[src/hw/rtl/ggc_pkg.sv]
`timescale 1ns / 1ps

package ggc_pkg;

    localparam int VERT_W  = 6;
    localparam int COLOR_W = 6;

    localparam logic KIND_EDGE = 1'b0;
    localparam logic KIND_RUN  = 1'b1;

    typedef struct packed {
        logic              set;
        logic              clr;
        logic [VERT_W-1:0] row;
        logic [VERT_W-1:0] col;
    } adj_cmd_t;

    typedef struct packed {
        logic               we;
        logic [VERT_W-1:0]  waddr;
        logic [COLOR_W-1:0] wdata;
        logic [VERT_W-1:0]  raddr;
    } color_cmd_t;

endpackage

[src/hw/rtl/ggc_color_ram.sv]
`timescale 1ns / 1ps

module ggc_color_ram #(
    parameter int DEPTH = 64
) (
    input  logic                        aclk,
    input  ggc_pkg::color_cmd_t         cmd,
    output logic [ggc_pkg::COLOR_W-1:0] rd_data
);
    import ggc_pkg::*;

    localparam int AW = $clog2(DEPTH);

    logic [COLOR_W-1:0] mem [DEPTH];
    logic [COLOR_W-1:0] rd_data_reg;

    always_ff @(posedge aclk) begin
        if (cmd.we) begin
            mem[cmd.waddr[AW-1:0]] <= cmd.wdata;
        end
        rd_data_reg <= mem[cmd.raddr[AW-1:0]];
    end

    assign rd_data = rd_data_reg;

endmodule

[config.mk]
export PLATFORM = sky130hd
export DESIGN_NAME = ggc_color_ram
export DESIGN_NICKNAME = d
export VERILOG_FILES = /design/src/hw/rtl/ggc_pkg.sv /design/src/hw/rtl/ggc_color_ram.sv
export SDC_FILE = /design/constraint.sdc
export NUM_CORES = 1
export LEC_CHECK = 0
export BUFFER_PORTS_ARGS = -buffer_cell sky130_fd_sc_hd__buf_2
export CAP_MARGIN = 20
export CORE_ASPECT_RATIO = 1.25
export CORE_MARGIN = 4
export CORE_UTILIZATION = 62
export CTS_BUF_LIST = sky130_fd_sc_hd__clkbuf_8 sky130_fd_sc_hd__clkbuf_16
export CTS_CLUSTER_SIZE = 14
export DETAILED_ROUTE_END_ITERATION = 16
export PLACE_DENSITY = 0.9
export SLEW_MARGIN = 5
export SYNTH_ARGS = -nofsm -noshare
export SYNTH_HDL_FRONTEND = slang
export SYNTH_SLANG_ARGS = --single-unit
[constraint.sdc]
create_clock -name aclk -period 2.25 [get_ports aclk]
set_clock_uncertainty 0.2 [all_clocks]
set_input_delay 0 -clock aclk [delete_from_list [all_inputs] [get_ports aclk]]
set_output_delay 0 -clock aclk [all_outputs]
set_load 0.1 [all_outputs]
==> results_dict.tcl <==
set metrics [dict create \
    routed_wl_mm 36.4 \
    vias_per_cell 6.92 \
    hold_ws_ns 0.0411 \
    tightest_slew_ns 0.743 \
    ir_drop_mv 0.431 \
    yosys_warnings 0 \
    worstPathRequired_ns 2.28 \
    max_slew_margin 0.505 \
    regArea_sq_mm 0.0117 \
    ys_types 37 \
    ant_nets 0 \
    grt_max_degree 65 \
    grt_pass1_wl_mm 55.5 \
    hpwl_mm 21.5 \
    min_from "cmd[13]" \
    hp-class "in -> reg" \
    outcome "complete, no violations" \
    synth_top_area_frac 0.757 \
    netlist_instances 720 \
    cts_htree_levels 2 \
    dr.first_iter.drc_count 1266 \
    clkSlewWorstSetupHoldPaths_ns 0.06 \
    area_growth_pct 15.6 \
    grt_pass1_vias 8420 \
    leakage_uw 0.00573 \
    multi_input_area_sq_mm 0.00333 \
    cts_buffers 37 \
    vias 8303 \
    design.core.area_sq_mm 0.0240 \
    die_w_microns 148 \
    fin_nets 866 \
    cts_setup_buffers 0 \
    startpoint_type "input pin" \
    start_util 0.635 \
    dp_slack_ns 0.101 \
    ios 26 \
    cp_max_fo 7 \
    largest_reg_flops 384 \
    cts_max_path_buffers 3 \
    timing.final.crit_share 0.993 \
    drc_errors 0 \
    yosysTopAreaCell "edfxtp_1" \
    rows 63 \
    antenna_found_initial 1 \
    die-height_microns 183 \
    worst_slack_ns 0.0148 \
    cts-root-buf "clkbuf_16" \
    finalHoldViolCount 0 \
    cts_tree "yes" \
    ys_async_sr_fraction 0 \
    r2r_start "mem[19][1]$_DFFE_PP_" \
    gp_congestion 0.850 \
    dieArea_sq_mm 0.0271 \
    syn_nets 740 \
    critPathKind "in -> reg" \
    ys_dominant_reg_cell "edfxtp_1" \
    seq_area_frac_synth 0.765 \
    cp-end-kind "flip-flop" \
    grt.total_usage 0.279 \
    crit_arrival_ns 2.27 \
    setup_violations 0 \
    ys_ff_latch 390 \
    overflow 0 \
    setup_tns_ns 0 \
    yosys-top-cells-area "edfxtp_1 76%, mux4_2 13%, nor2_1 1.7%, mux4_1 1.0%, mux2i_1 0.99%" \
    cap_violations 0 \
    fmax_ghz 0.447 \
    synth_edf_count 384 \
    drive_above_1_share 0.299 \
    wire_per_inst_microns 30.4 \
    fillCellCount 1249 \
    min_period_ns 2.24 \
    avgSynthCellArea_sq_um 21.1 \
    critical_path.startpoint "cmd[12]" \
    synth_area_sq_mm 0.0152 \
    slew_viol_final 0 \
    cellPowerDensity_mw_per_mm2 853 \
    cts_num_sinks 390 \
    port_buffers 25 \
    clkLatencyLatePin_ns 0.53 \
    dr.pass1.iters 5 \
]
==> stage by stage <==
step | cells | utilization | cell area (sq um) | total power [uW]
floorplan | 720 | - | 15200 | 8750
detailed placement | 1114 | 0.678 | 16200 | 9100
finish | 1199 | 0.734 | 17600 | 15000
CTS | 1198 | 0.734 | 17600 | 15000
global route | 1199 | 0.734 | 17600 | 15400
global placement | 1114 | 0.678 | 16200 | 9050
==> routing by layer <==
layer  track usage  wire, microns  vias up
met3        0.0519           3760      135
met2         0.455          18400      682
met1         0.376          12400     4232
met5             0              0        -
met4         0.124           1850        0
li1              -              -     3254
==> worst paths after layout <==
kind | slack, ns | cells past startpoint | end
min | 0.04 | 3 | mem[14][5]$_DFFE_PP_
max reg2reg | 0.17 | 6 | rd_data[1]$_DFF_P_
max | 0.01 | 6 | mem[19][5]$_DFFE_PP_
min reg2reg | 0.70 | 4 | rd_data[2]$_DFF_P_
==> cells in the mapped netlist, types with 3 or more instances <==
cell,count
a211oi_1,6
a21oi_1,6
a221oi_1,3
a32o_1,3
buf_2,13
buf_6,5
clkbuf_1,16
dfxtp_1,6
edfxtp_1,384
mux2_2,9
mux2i_1,15
mux4_1,6
mux4_2,87
nand2_1,8
nand2b_1,5
nand3_1,11
nand3b_1,4
nor2_1,67
nor2b_1,8
nor3_1,5
o21ai_1,6
o221ai_1,9
o22a_1,6
o22ai_1,12
==> report_power, final <==
group / switching [uW] / internal, uW / total (uW)
registers: 22.8 / 8040 / 8060
logic: 603 / 338 / 941
clock network: 2590 / 3420 / 6000
total: 3210 / 11800 / 15000
==> logic make-up (layout without fill, tap and decap cells) <==
family / Yosys count / in the layout / synth area share
muxes: 117 / 117 / 0.156
and+or+nand+nor: 120 / 120 / 0.0367
DFF: 390 / 390 / 0.765
other: 0 / 1 / 0
buffers and inverters: 39 / 192 / 0.0165
AOI/OAI and AO/OA: 54 / 54 / 0.0260
==> final cells by class <==
type / instances / area share
flip-flops and latches: 390 / 0.662
repair buffers: 126 / 0.0589
multi-input cells: 291 / 0.189
diodes: 1 / 0.000142
well taps: 325 / 0.0231
clock inverters: 22 / 0.00746
clock buffers: 44 / 0.0594
==> worst max-delay path, cell delays in order <==
cell and delay [ns]:
dlygate4sd3_1 0.52, buf_2 0.20, nand3_1 0.13, dlygate4sd3_1 0.63, nor2_2 0.17, dlygate4sd3_1 0.62
==> layout by cell type (no fill, tap or decap), types with 6 or more instances in the layout <==
cell type      count
buf_4             76
nor2b_1            8
o22ai_1           12
clkbuf_16         39
nor2_1            66
dlygate4sd3_1     18
mux2_2             9
buf_12             8
inv_1              9
mux4_2            87
o22a_1             6
mux4_1             6
buf_2             23
clkinv_1           6
mux2i_1           15
nand3_1           11
dfxtp_1            6
o221ai_1           9
edfxtp_1         384
nand2_1            8
a21oi_1            6
o21ai_1            6
a211oi_1           6
==> repair_timing <==
item                       CTS  global route
hold buffers                18             0
setup endpoints to repair    0             2
hold endpoints to repair   386             0
resized for setup            0             1
Power figures use the tool's default switching activity.
